## src/rtl/atpc_pkg.sv

```systemverilog
`timescale 1ns / 1ps
// ============================================================================
// atpc_pkg: shared definitions for the accelerometer pitch classifier
// Widths, stage counts, the arctangent table and the data carried by the
// square-root and CORDIC cells.
// ============================================================================
package atpc_pkg;

    localparam int CORDIC_STEPS    = 16;
    localparam int ANGLE_FRAC_BITS = 8;
    localparam int TAB_LEN         = 24;
    localparam int ACC_FRAC        = 24;

    // Only the tabled stages are built.
    localparam int CORDIC_N = (CORDIC_STEPS > TAB_LEN) ? TAB_LEN : CORDIC_STEPS;
    localparam int SHIFT_W  = $clog2(TAB_LEN);

    // Square root of (y*y + z*z) * 2^32: one result bit per cell.
    localparam int SQ_STEPS = 32;
    localparam int ROOT_W   = 32;
    localparam int REM_W    = 34;
    localparam int RAD_W    = 32;

    localparam int CR_W = 36;   // CORDIC X and Y
    localparam int Z_W  = 32;   // angle accumulator, degrees * 2^24

    localparam int RND_SH    = ACC_FRAC - ANGLE_FRAC_BITS;
    localparam int PITCH_LIM = 90 << ANGLE_FRAC_BITS;
    localparam int PITCH_HI  = (PITCH_LIM > 32767) ? 32767 : PITCH_LIM;
    localparam int PITCH_LO  = (PITCH_LIM > 32768) ? -32768 : -PITCH_LIM;

    // Register indexes on the configuration port.
    localparam logic [1:0] REG_SENSOR_EN = 2'd0;
    localparam logic [1:0] REG_WARN_THR  = 2'd1;
    localparam logic [1:0] REG_CRIT_THR  = 2'd2;

    localparam logic [14:0] WARN_THR_RST = 15'd3840;
    localparam logic [14:0] CRIT_THR_RST = 15'd7680;

    typedef enum logic [1:0] {
        ST_NORMAL   = 2'd0,
        ST_WARNING  = 2'd1,
        ST_CRITICAL = 2'd2,
        ST_SENSOR   = 2'd3
    } t_status;

    typedef struct packed {
        logic [REM_W-1:0]  rem;
        logic [ROOT_W-1:0] root;
        logic [RAD_W-1:0]  rad;
        logic [15:0]       x;
        logic              err;
        logic              xz;
    } t_sq_data;

    typedef struct packed {
        logic signed [CR_W-1:0] cx;
        logic signed [CR_W-1:0] cy;
        logic signed [Z_W-1:0]  z;
        logic                   err;
        logic                   xz;
    } t_cr_data;

    // atan(2^-i) in degrees * 2^24, rounded to nearest.
    function automatic logic signed [Z_W-1:0] atan_val(input logic [SHIFT_W-1:0] idx);
        logic signed [Z_W-1:0] v;
        unique case (idx)
            5'd0:    v = 32'sd754974720;
            5'd1:    v = 32'sd445687602;
            5'd2:    v = 32'sd235489088;
            5'd3:    v = 32'sd119537938;
            5'd4:    v = 32'sd60000934;
            5'd5:    v = 32'sd30029717;
            5'd6:    v = 32'sd15018523;
            5'd7:    v = 32'sd7509720;
            5'd8:    v = 32'sd3754917;
            5'd9:    v = 32'sd1877466;
            5'd10:   v = 32'sd938734;
            5'd11:   v = 32'sd469367;
            5'd12:   v = 32'sd234684;
            5'd13:   v = 32'sd117342;
            5'd14:   v = 32'sd58671;
            5'd15:   v = 32'sd29335;
            5'd16:   v = 32'sd14668;
            5'd17:   v = 32'sd7334;
            5'd18:   v = 32'sd3667;
            5'd19:   v = 32'sd1833;
            5'd20:   v = 32'sd917;
            5'd21:   v = 32'sd458;
            5'd22:   v = 32'sd229;
            5'd23:   v = 32'sd115;
            default: v = '0;
        endcase
        return v;
    endfunction

endpackage

```

## src/rtl/atpc_sqrt_cell.sv

```systemverilog
`timescale 1ns / 1ps
// ============================================================================
// atpc_sqrt_cell: one digit of the restoring square root
// Takes the next two radicand bits, tries to subtract 4*root+1 from the
// partial remainder and shifts one result bit into the root.
// ============================================================================
module atpc_sqrt_cell (
    input  logic               i_clk,
    input  logic               i_rst_n,
    input  logic               i_en,
    input  logic               i_valid,
    input  atpc_pkg::t_sq_data i_data,
    output logic               o_valid,
    output atpc_pkg::t_sq_data o_data
);
    import atpc_pkg::*;

    logic               r_valid;
    t_sq_data           r_data;
    t_sq_data           n_data;
    logic [REM_W+1:0]   cur;
    logic [REM_W+2:0]   trial;
    logic               fits;

    always_comb begin
        cur   = {i_data.rem, i_data.rad[RAD_W-1 -: 2]};
        trial = {1'b0, cur} - {3'b000, i_data.root, 2'b01};
        fits  = ~trial[REM_W+2];

        n_data      = i_data;
        n_data.rem  = fits ? trial[REM_W-1:0] : cur[REM_W-1:0];
        n_data.root = {i_data.root[ROOT_W-2:0], fits};
        n_data.rad  = {i_data.rad[RAD_W-3:0], 2'b00};
    end

    always_ff @(posedge i_clk) begin
        if (!i_rst_n) begin
            r_valid <= 1'b0;
        end else if (i_en) begin
            r_valid <= i_valid;
        end
    end

    always_ff @(posedge i_clk) begin
        if (i_en) begin
            r_data <= n_data;
        end
    end

    assign o_valid = r_valid;
    assign o_data  = r_data;

endmodule

```

## config.mk

```make
export PLATFORM = sky130hd
export DESIGN_NAME = atpc_sqrt_cell
export DESIGN_NICKNAME = d
export VERILOG_FILES = /design/src/rtl/atpc_pkg.sv /design/src/rtl/atpc_sqrt_cell.sv
export SDC_FILE = /design/constraint.sdc
export NUM_CORES = 1
export LEC_CHECK = 0
export ABC_AREA = 1
export ABC_CLOCK_PERIOD_IN_PS = 2160
export BUFFER_PORTS_ARGS = -buffer_cell sky130_fd_sc_hd__clkbuf_2
export CAP_MARGIN = 20
export CORE_ASPECT_RATIO = 0.6
export CORE_MARGIN = 2
export CORE_UTILIZATION = 31
export CTS_BUF_LIST = sky130_fd_sc_hd__clkbuf_8
export DETAILED_ROUTE_END_ITERATION = 8
export HOLD_SLACK_MARGIN = 0.1
export SETUP_SLACK_MARGIN = 0.2
export SYNTH_ARGS = -nofsm -noshare
export SYNTH_HDL_FRONTEND = slang
export SYNTH_SLANG_ARGS = --single-unit
```

## constraint.sdc

```tcl
create_clock -name i_clk -period 2.16 [get_ports i_clk]
set_clock_uncertainty 0.05 [all_clocks]
set_input_delay 0.108 -clock i_clk [delete_from_list [all_inputs] [get_ports i_clk]]
set_output_delay 0.108 -clock i_clk [all_outputs]
set_load 0.01 [all_outputs]
```

# Word level (Yosys, flattened, before mapping)
# Index checks and enable logic that the tools add are counted.
dict set report classes {
  bitwise 1
  n_mux 1
  n_addsub 1
}
# cell n
set op_table {}
lappend op_table {{36-bit by 34-bit subtractor with 37-bit output} 1}
lappend op_table {{34-bit two-way mux} 1}
lappend op_table {{1-bit inverter} 1}
dict set report word_totals {
  output_inout_bits 117
  ff_bits 115
  in_bits 120
  word_cells 10
}

# Depth between registers and ports, before layout
dict set report depth {
  word_depth 2
  ltp_mapped 16
  mapped_depth_nobuf 15
}

# Worst setup path before layout
# No wires, ideal clock.
dict set report synth_path {
  path_type {input to register}
  from {input port i_data[67] (netlist name)}
  to {register r_data (netlist bit o_data[86]), data pin}
  slack_ns 0.368
  required_ns 1.853
  cell_stages 11
  path_buffers 1
  setup_ns 0.257
  arrival_time_ns 1.485
  path_cell_list {inv_1 -> ha_1 -> a21oi_1 -> nand2_1 -> a21oi_1 -> nand3_2 -> nand2_2 -> nand2_4 -> inv_4 -> buf_6 -> o21ai_2}
}
# element line_no
set synth_lines {}
lappend synth_lines {{start, declared} atpc_sqrt_cell.sv:12} ;# input atpc_pkg::t_sq_data i_data,
lappend synth_lines {{end signal, assigned} atpc_sqrt_cell.sv:46} ;# r_data <= n_data;
lappend synth_lines {{end, declared} atpc_sqrt_cell.sv:19} ;# t_sq_data r_data;

==> flow_summary.ini <==
[setup_path]
crit_fanout = 3
worstReg2RegStart = o_valid
worstReg2RegEnd = o_valid
startpoint_type = primary input
arrival_ns = 2.00
critPathKind = in2reg
critPathLaunch = i_data[48]
cp.required_ns = 2.33
reg2reg_setup_slack_ns = 0.91
ff2ff_path_depth = 3
critPathCapture = o_data[113]
critPathCaptureType = register

[cts]
clk_pin_slew_ns = 0.08
clock-root-buffer = clkbuf_8
cts_resized = 0
tritoncts = yes
cts_num_sinks = 115
cts_max_path_buffers = 2
cts_buffers = 17
hold_buffers = 117
cts_setup_buffers = 0
cts_max_level = 4
worstSkewPairLatency_ns = 0.46

[logic_synthesis]
ys_top_cells_by_area = edfxtp_1 53%, nand2_1 13%, inv_1 7.3%
synth_cell_types = 32
synth_edf_count = 114
ys_seq_area_share_pct = 53.2
postSynth.asyncResetShare_pct = 0
synth_cells = 724
synth_top_cell_by_area = edfxtp_1
syn_area_sq_um = 6470
ys_ff_latch = 115
synthFlopType = edfxtp_1
avgSynthCellArea_sq_um = 8.94
netlist.area_leader.share_pct = 52.9
yosys_warnings = 0

[global_route]
grt_pass1_vias = 6112
antenna_found_initial = 0
grt_start_max_net_pins = 58
grt_pass1_wl_mm = 32.9
grt.overflow.total = 0
grt_use_total_pct = 19.9

[die]
ioPinCount = 237
dieHeight_um = 116
rows = 40
core-area_sq_um = 20200
die_w_um = 191
start_util_pct = 32.0
dieArea_sq_um = 22100

[layout]
n_fill_cell = 1990
layout-drive-gt1-share_pct = 30.3
multi_input_area_sq_um = 2470
areaGrowthSynthToFinish_pct = 53.4
finalNetCount = 1299
seqCellArea_sq_um = 3440
design_area_sq_um = 9930
diodes = 0

[power]
power_mw = 6.36
irDropWorstVdd_mv = 0.394
power.leakage_nw = 4.89
power-per-cell-area_nw_per_um2 = 641

[timing]
period_needed_ns = 1.84
min_period_over_period_pct = 85.0
finalSetupViolations = 0
hold_viol = 0
rsz0062_at_grt = false
layout_setup_ws_ns = 0.324
fmax_mhz = 545
slew_violations = 0

[flow_run]
drv_cap = 0

[route]
drtPass1Iterations = 5
ant_nets = 0
drt-total-wl_mm = 21.6
vias_per_cell = 4.38
route.vias.total = 6272
drc = 0
drt_iter0_markers = 385
wire_per_inst_um = 15.1

[status]
status = finished clean

[place]
dpl_cell_area_sq_um = 8400
dp_slack_ns = -0.115
numPortBuffers = 234
gp_congestion = 0.912
hpwl_mm = 16.6

[hold_path]
min_path_type = in2reg
layout by cell type, fill, tap and decap left out, drive strengths merged:
cell,count
clkinvlp,5
buf,60
a21oi,30
o21ai,35
o21bai,3
a31oi,1
conb,2
clkbuf,250
xor2,5
nor2,60
a211oi,1
clkinv,8
or2,1
nor3,8
edfxtp,114
nand3b,6
and3,1
ha,33
nand3,36
xnor2,14
bufinv,1
nand2,232
nand4,6
dlygate4sd3,117
inv,127
dfxtp,1
a21o,1
cells by family after synthesis:
group                    after synthesis  share of synthesized area [%]
other                                  1                         0.0579
AND/OR/NAND/NOR                      350                           22.4
flip-flops                           115                           53.2
XOR/XNOR                              19                           2.57
AO/OA/AOI/OAI                         71                           6.75
adder cells (fa/ha/maj)               33                           6.38
buffers and inverters                135                           8.62
area by class of cell:
cell class,instances,share of cell area (%)
inverters,127,4.83
flip-flops and latches,115,34.7
clock inverters,14,1.20
well taps,273,3.44
clock buffers,17,2.36
multi-input cells,475,24.9
repair buffers,410,28.6
sequential cells by signal, summed over array words and instances, names as in the netlist:
signal   flops
o_valid      1
o_data     114
Yosys cell counts, types with 5 or more instances:
cell type and n:
nor2_1 56, buf_6 5, nor3_1 8, xnor2_1 14, nand4_1 5, o21ai_0 18, inv_1 125, nand3_1 35
nand3b_1 6, a21oi_1 29, xor2_1 5, nand2_1 227, edfxtp_1 114, o21ai_2 17, ha_1 33
per-layer routing:
metal	GRT usage (%)	routed length, um	share of wire (%)
met4	3.46	133	0.62
met3	5.91	1840	8.5
met5	0	0	0
met2	28.3	8540	40
met1	29.8	11100	51
power breakdown:
| part | switching [mW] | internal [mW] | total (mW) |
|---|---|---|---|
| Sequential | 0.0655 | 2.73 | 2.79 |
| Clock | 0.958 | 0.888 | 1.85 |
| Combinational | 0.947 | 0.777 | 1.72 |
critical path: stages:
cell	delay, ns
clkbuf_2	0.09
dlygate4sd3_1	0.55
buf_4	0.12
nand3_1	0.09
nand2_1	0.13
nand2_1	0.08
nand2_1	0.12
nand2_1	0.06
nand2_1	0.19
nand3_1	0.18
nand2_1	0.11
nand2_1	0.05
nand3_1	0.06
nand2_1	0.05
worst min path at each step:
stage	end	slack, ns	start	depth (start not counted)
final	o_data[114]	0.15	i_data[112]	5
after detailed placement	o_data[4]	0.24	i_data[4]	1
after floorplan	o_valid	0.15	i_en	1
after global placement	o_data[34]	0.23	i_data[32]	1
after CTS	o_data[114]	0.12	i_data[112]	5
after global routing	o_data[115]	0.17	i_data[113]	5
metrics by stage:
stage / TNS, ns / std cells / util (%) / hold WS [ns]
global placement: -1.51 / 1283 / 41.6 / 0.235
detailed placement: -1.97 / 1283 / 41.6 / 0.237
CTS: 0 / 1431 / 49.1 / 0.117
global route: 0 / 1431 / 49.1 / 0.167
floorplan: 0 / 725 / - / 0.151
finish: 0 / 1431 / 49.1 / 0.153
Note: power is estimated with default switching activity, not from simulation.
