==> src/rtl/atpc_pkg.sv <==
`timescale 1ns / 1ps
// ============================================================================
// atpc_pkg: shared definitions for the accelerometer pitch classifier
// Widths, stage counts, the arctangent table and the data carried by the
// square-root and CORDIC cells.
// ============================================================================
package atpc_pkg;

    localparam int CORDIC_STEPS    = 16;
    localparam int ANGLE_FRAC_BITS = 8;
    localparam int TAB_LEN         = 24;
    localparam int ACC_FRAC        = 24;

    // Only the tabled stages are built.
    localparam int CORDIC_N = (CORDIC_STEPS > TAB_LEN) ? TAB_LEN : CORDIC_STEPS;
    localparam int SHIFT_W  = $clog2(TAB_LEN);

    // Square root of (y*y + z*z) * 2^32: one result bit per cell.
    localparam int SQ_STEPS = 32;
    localparam int ROOT_W   = 32;
    localparam int REM_W    = 34;
    localparam int RAD_W    = 32;

    localparam int CR_W = 36;   // CORDIC X and Y
    localparam int Z_W  = 32;   // angle accumulator, degrees * 2^24

    localparam int RND_SH    = ACC_FRAC - ANGLE_FRAC_BITS;
    localparam int PITCH_LIM = 90 << ANGLE_FRAC_BITS;
    localparam int PITCH_HI  = (PITCH_LIM > 32767) ? 32767 : PITCH_LIM;
    localparam int PITCH_LO  = (PITCH_LIM > 32768) ? -32768 : -PITCH_LIM;

    // Register indexes on the configuration port.
    localparam logic [1:0] REG_SENSOR_EN = 2'd0;
    localparam logic [1:0] REG_WARN_THR  = 2'd1;
    localparam logic [1:0] REG_CRIT_THR  = 2'd2;

    localparam logic [14:0] WARN_THR_RST = 15'd3840;
    localparam logic [14:0] CRIT_THR_RST = 15'd7680;

    typedef enum logic [1:0] {
        ST_NORMAL   = 2'd0,
        ST_WARNING  = 2'd1,
        ST_CRITICAL = 2'd2,
        ST_SENSOR   = 2'd3
    } t_status;

    typedef struct packed {
        logic [REM_W-1:0]  rem;
        logic [ROOT_W-1:0] root;
        logic [RAD_W-1:0]  rad;
        logic [15:0]       x;
        logic              err;
        logic              xz;
    } t_sq_data;

    typedef struct packed {
        logic signed [CR_W-1:0] cx;
        logic signed [CR_W-1:0] cy;
        logic signed [Z_W-1:0]  z;
        logic                   err;
        logic                   xz;
    } t_cr_data;

    // atan(2^-i) in degrees * 2^24, rounded to nearest.
    function automatic logic signed [Z_W-1:0] atan_val(input logic [SHIFT_W-1:0] idx);
        logic signed [Z_W-1:0] v;
        unique case (idx)
            5'd0:    v = 32'sd754974720;
            5'd1:    v = 32'sd445687602;
            5'd2:    v = 32'sd235489088;
            5'd3:    v = 32'sd119537938;
            5'd4:    v = 32'sd60000934;
            5'd5:    v = 32'sd30029717;
            5'd6:    v = 32'sd15018523;
            5'd7:    v = 32'sd7509720;
            5'd8:    v = 32'sd3754917;
            5'd9:    v = 32'sd1877466;
            5'd10:   v = 32'sd938734;
            5'd11:   v = 32'sd469367;
            5'd12:   v = 32'sd234684;
            5'd13:   v = 32'sd117342;
            5'd14:   v = 32'sd58671;
            5'd15:   v = 32'sd29335;
            5'd16:   v = 32'sd14668;
            5'd17:   v = 32'sd7334;
            5'd18:   v = 32'sd3667;
            5'd19:   v = 32'sd1833;
            5'd20:   v = 32'sd917;
            5'd21:   v = 32'sd458;
            5'd22:   v = 32'sd229;
            5'd23:   v = 32'sd115;
            default: v = '0;
        endcase
        return v;
    endfunction

endpackage

==> src/rtl/atpc_cordic_cell.sv <==
`timescale 1ns / 1ps
// ============================================================================
// atpc_cordic_cell: one vectoring CORDIC micro-rotation
// Rotates (X, Y) toward the X axis by atan(2^-i) and accumulates the angle.
// ============================================================================
module atpc_cordic_cell (
    input  logic                            i_clk,
    input  logic                            i_rst_n,
    input  logic                            i_en,
    input  logic [atpc_pkg::SHIFT_W-1:0]    i_shift,
    input  logic                            i_valid,
    input  atpc_pkg::t_cr_data              i_data,
    output logic                            o_valid,
    output atpc_pkg::t_cr_data              o_data
);
    import atpc_pkg::*;

    logic                   r_valid;
    t_cr_data               r_data;
    t_cr_data               n_data;
    logic signed [CR_W-1:0] dx;
    logic signed [CR_W-1:0] dy;
    logic signed [Z_W-1:0]  ang;

    always_comb begin
        dx     = i_data.cx >>> i_shift;
        dy     = i_data.cy >>> i_shift;
        ang    = atan_val(i_shift);
        n_data = i_data;
        if (!i_data.cy[CR_W-1]) begin
            n_data.cx = i_data.cx + dy;
            n_data.cy = i_data.cy - dx;
            n_data.z  = i_data.z + ang;
        end else begin
            n_data.cx = i_data.cx - dy;
            n_data.cy = i_data.cy + dx;
            n_data.z  = i_data.z - ang;
        end
    end

    always_ff @(posedge i_clk) begin
        if (!i_rst_n) begin
            r_valid <= 1'b0;
        end else if (i_en) begin
            r_valid <= i_valid;
        end
    end

    always_ff @(posedge i_clk) begin
        if (i_en) begin
            r_data <= n_data;
        end
    end

    assign o_valid = r_valid;
    assign o_data  = r_data;

endmodule

==> config.mk <==
export PLATFORM = sky130hd
export DESIGN_NAME = atpc_cordic_cell
export DESIGN_NICKNAME = d
export VERILOG_FILES = /design/src/rtl/atpc_pkg.sv /design/src/rtl/atpc_cordic_cell.sv
export SDC_FILE = /design/constraint.sdc
export NUM_CORES = 1
export LEC_CHECK = 0
export BUFFER_PORTS_ARGS = -buffer_cell sky130_fd_sc_hd__buf_2
export CAP_MARGIN = 40
export CORE_AREA = 2 2 262 264
export DETAILED_ROUTE_END_ITERATION = 8
export DIE_AREA = 0 0 264 266
export PLACE_DENSITY = 0.4
export SLEW_MARGIN = 20
export SYNTH_ARGS = -nofsm -noshare
export SYNTH_HDL_FRONTEND = slang
export SYNTH_SLANG_ARGS = --single-unit
==> constraint.sdc <==
create_clock -name i_clk -period 11.1 [get_ports i_clk]
set_input_delay 0.555 -clock i_clk [delete_from_list [all_inputs] [get_ports i_clk]]
set_output_delay 0.555 -clock i_clk [all_outputs]
set_load 0.05 [all_outputs]
== Yosys cells after proc, flatten, opt, wreduce, memory -nomap -nowiden ==
Memories as Yosys holds them, arrays and structs flattened.
Index checks and enable logic that the tools add are counted.
Storage, ports and cells
  flip-flop bits (word level): 107
  input port bits: 115
  memories kept: 1
  output and inout port bits: 107
  bits in read-only memories: 960
  logic and storage cells: 16
Operators by class
  shift-type cells: 2
  mux-type cells: 1
  add/subtract/negate cells: 6
Memories
  (name not given): depth 32, width 30, read ports 1, clocked after Yosys merged registers in 0, wr ports 0, line atpc_pkg.sv:67  | unique case (idx)
Operator list (number)
  two-way mux 104 bit: 1
  adder 36 bit: 2
  >>> shifter 36 x 5 -> 36 bit: 2
  subtractor 36 bit: 2
  adder 32 bit: 1
  subtractor 32 bit: 1

== Longest topological paths before layout ==
  depth after elaboration: 3
  gate-level depth with buffers: 29

== Worst setup path after synthesis ==
No wires, ideal clock.
  path type: in2reg
  from: in i_shift[1] in the netlist's numbering
  to: reg r_data (netlist bit o_data[103]), data pin
  data arrival time: 6.635 ns
  stages: 27
  data required time: 10.842 ns
  library setup time: 0.258 ns
  path slack: 4.207 ns
  cells stage by stage: clkinv_1 -> buf_2 -> buf_2 -> buf_2 -> buf_1 -> ha_1 -> clkbuf_1 -> o22ai_1 -> nor3b_1 -> nand4_1 -> nor3_1 -> a311oi_1 -> and4_1 -> buf_2 -> or3_1 -> o211ai_1 -> ha_1 -> a21o_1 -> a21o_1 -> a21oi_1 -> o21ai_0 -> a41oi_1 -> nand2_1 -> o21a_1 -> a2111o_1 -> a21oi_1 -> xnor2_1
RTL lines
  from (decl): line atpc_cordic_cell.sv:10  | input logic [atpc_pkg::SHIFT_W-1:0] i_shift,
  to (signal assigned): line atpc_cordic_cell.sv:51  | r_data <= n_data;
  to (decl): line atpc_cordic_cell.sv:19  | t_cr_data r_data;

==> flow_metrics.tcl <==
set metrics [dict create \
    status "complete, no violations" \
    endpoint_kind "flop" \
    seqCellArea_um2 3200 \
    clk_latency_ps 410 \
    drt_pass1_iterations 5 \
    slowest_stage "a2111oi_0" \
    clockBufferDepth 2 \
    yosysWarnings 0 \
    port_buffers 221 \
    fin_crit_ps 8260 \
    cts-root-buf "clkbuf_16" \
    syn_area_per_cell_um2 8.84 \
    timing.max_cap.violations 0 \
    syn-num-nets 2116 \
    h-tree-depth 3 \
    yosysUniqueCellTypes 97 \
    p_total_uw 2650 \
    fin_nets 2275 \
    die_y_um 266 \
    wl_per_cell_um 25.1 \
    use_met1_pct 25.7 \
    hold_class "in2reg" \
    hpwl_mm 57.2 \
    ys.flop_type "edfxtp_1" \
    drive_gt1_share_pct 20.2 \
    clk_pin_slew_ps 90 \
    rsz0062_at_grt "no" \
    cts-buffers-inserted 9 \
    final_common_cell "buf_2" \
    grt_max_degree 64 \
    yosysSeqAreaShare_pct 19.2 \
    grt_util_met2_pct 35.8 \
    wl_mm 73.6 \
    cts_sinks 107 \
    start_kind "input pin" \
    synthTopCellsByArea "edfxtp_1 19%, mux4_2 11%, ha_1 8.2%" \
    pwr_density_cell_nw_per_um2 140 \
    hold_depth 1 \
    ir_drop_v 0.0000613 \
    cp_max_fo 63 \
    final_cells 2935 \
    placementRows 96 \
    critical_path.cell_chain "buf_4 > clkinv_1 > buf_4 > ha_1 > nor2b_1 > nor3_1 > o32ai_1 > nand2_1 > nor3_2 > a21oi_1 > and3_1 > a31oi_1 > xnor2_1 > ha_1 > inv_1 > a21oi_1 > a2111oi_0 > nor3_1 > o41ai_1 > a21boi_0 > a2111oi_0 > o21bai_1 > a21oi_1 > xnor2_1" \
    antenna_found_initial 2 \
    pin_count 222 \
    r2r_cells 2 \
    worstPathArrival_ps 8430 \
    final_cell_mix "220 x buf_2, 154 x nand2_1, 153 x nor2_1, 145 x a21oi_1, 113 x o21ai_0" \
    n_fill_cell 7342 \
    postCtsHoldBufs 0 \
    start_util_pct 24.6 \
    synth_area_leader_cell "edfxtp_1" \
    die-area_um2 70200 \
    numPlacedInstances 2915 \
    grtUsageTotal_pct 20.5 \
    avgViaCountPerCell 5.56 \
    slew-limit-headroom_pct 35.7 \
    cp_common_cell "a21oi_1" \
    synth-async-reset-ratio_pct 0 \
    ys_ff_latch 107 \
    grt_pass1_vias 16058 \
    multiInputGateArea_um2 12700 \
    syn-cell-area_um2 16700 \
    synth_top_area_share_pct 19.1 \
    drt.antenna.violating_nets 0 \
    drtIter0Drc 1325 \
    setup_viol 0 \
    fmax_mhz 121 \
    r2r_setup_slack_ps 10510 \
    core_area_um2 67700 \
    grt.busiest_layer "met2" \
    synth_edf_count 106 \
    post-route-period-util_pct 74.4 \
    vias 16322 \
    grt_pass1_wl_mm 108 \
    synthCells 1888 \
    hold_viol_final 0 \
    leakage_uw 0.00755 \
    cp_data_required_time_ps 11270 \
    gp_congestion 0.920 \
    slowest_delay_ps 790 \
    final.setup_skew_ps 0 \
    cts-resized-gates 0 \
    cts_setup_buffers 0 \
    fp.dieW_um 264 \
    grtUsageMet3_pct 2.99 \
    slew_viol_final 0 \
    cts_tree "built" \
    setup_tns_ps 0 \
    path_class "in2reg" \
    area_growth_pct 13.3 \
    worstMarginPinSlew_ps 964 \
    drcViolationCount 0 \
    gr-total-overflow 0 \
]
-- Yosys cell counts (29+ instances only) --
cell type,instances
edfxtp_1,106
xor2_1,63
inv_1,43
xnor2_1,105
ha_1,110
a21oi_1,145
mux2i_1,70
nand2_1,154
nor3_1,35
a211oi_1,30
nor2_1,153
nor2b_1,32
nand3_1,41
nand2b_1,29
a31oi_1,34
a21o_1,46
clkbuf_1,45
mux4_2,80
o21ai_0,113
-- critical path, delay by kind of cell --
family,cells,cell delay [ps]
buffers and inverters,4,1210
adder cells (fa/ha/maj),2,1040
XOR/XNOR,2,200
AND/OR/NAND/NOR,6,1660
AO/OA/AOI/OAI,10,3640
-- cell type report --
class	instances	area share, %
sequential	107	16.9
timing repair buffer	255	7.41
antenna	1	0.0132
clock inverter	6	0.298
clock buffer	10	1.26
inverter	49	0.972
tap	882	5.83
multi-input combinational	1625	67.3
-- final timing paths --
kind / startpoint / endpoint
max: i_shift[1] / o_data[69]
min: i_data[0] / o_data[0]
max reg2reg: o_valid / o_valid
min reg2reg: o_valid / o_valid
-- layer usage --
metal / part of all wire [%] / vias up
met3: 4.6 / 109
met5: 0 / -
li1: - / 7583
met1: 43 / 8057
met4: 3.5 / 0
met2: 49 / 573
-- sequential cells by signal (all words and copies together) (netlist names) --
register / cells
o_data: 106
o_valid: 1
-- cell families (layout without fill, tap and decap cells) --
logic type | count (synthesis) | count (layout) | share of synthesized area [%]
AOI/OAI and AO/OA | 580 | 580 | 22.9
and+or+nand+nor | 574 | 574 | 17.0
muxes | 190 | 190 | 18.9
xor gates and xnor gates | 168 | 168 | 8.81
buffers and inverters | 156 | 320 | 4.64
adders and majority gates | 113 | 113 | 8.61
DFF | 107 | 107 | 19.2
other | 0 | 1 | 0
-- report_power, final --
part           switching (uW)  leakage (uW)  internal [uW]
Clock                     190      0.000143            164
Sequential               27.1       0.00105            597
Combinational            1130       0.00636            540
Total                    1350       0.00755           1300
-- metrics by stage --
step	setup slack (ps)	utilization, %	hold WS, ps	instance area (um2)
2_1_floorplan	4210	-	654	16700
3_3_place_gp	2530	27.3	495	18500
3_5_place_dp	2480	27.4	503	18600
4_1_cts	2920	27.9	295	18900
5_1_grt	2170	27.9	283	18900
6_report	2840	27.9	316	18900
No activity file was read; power rests on OpenSTA's default activity.
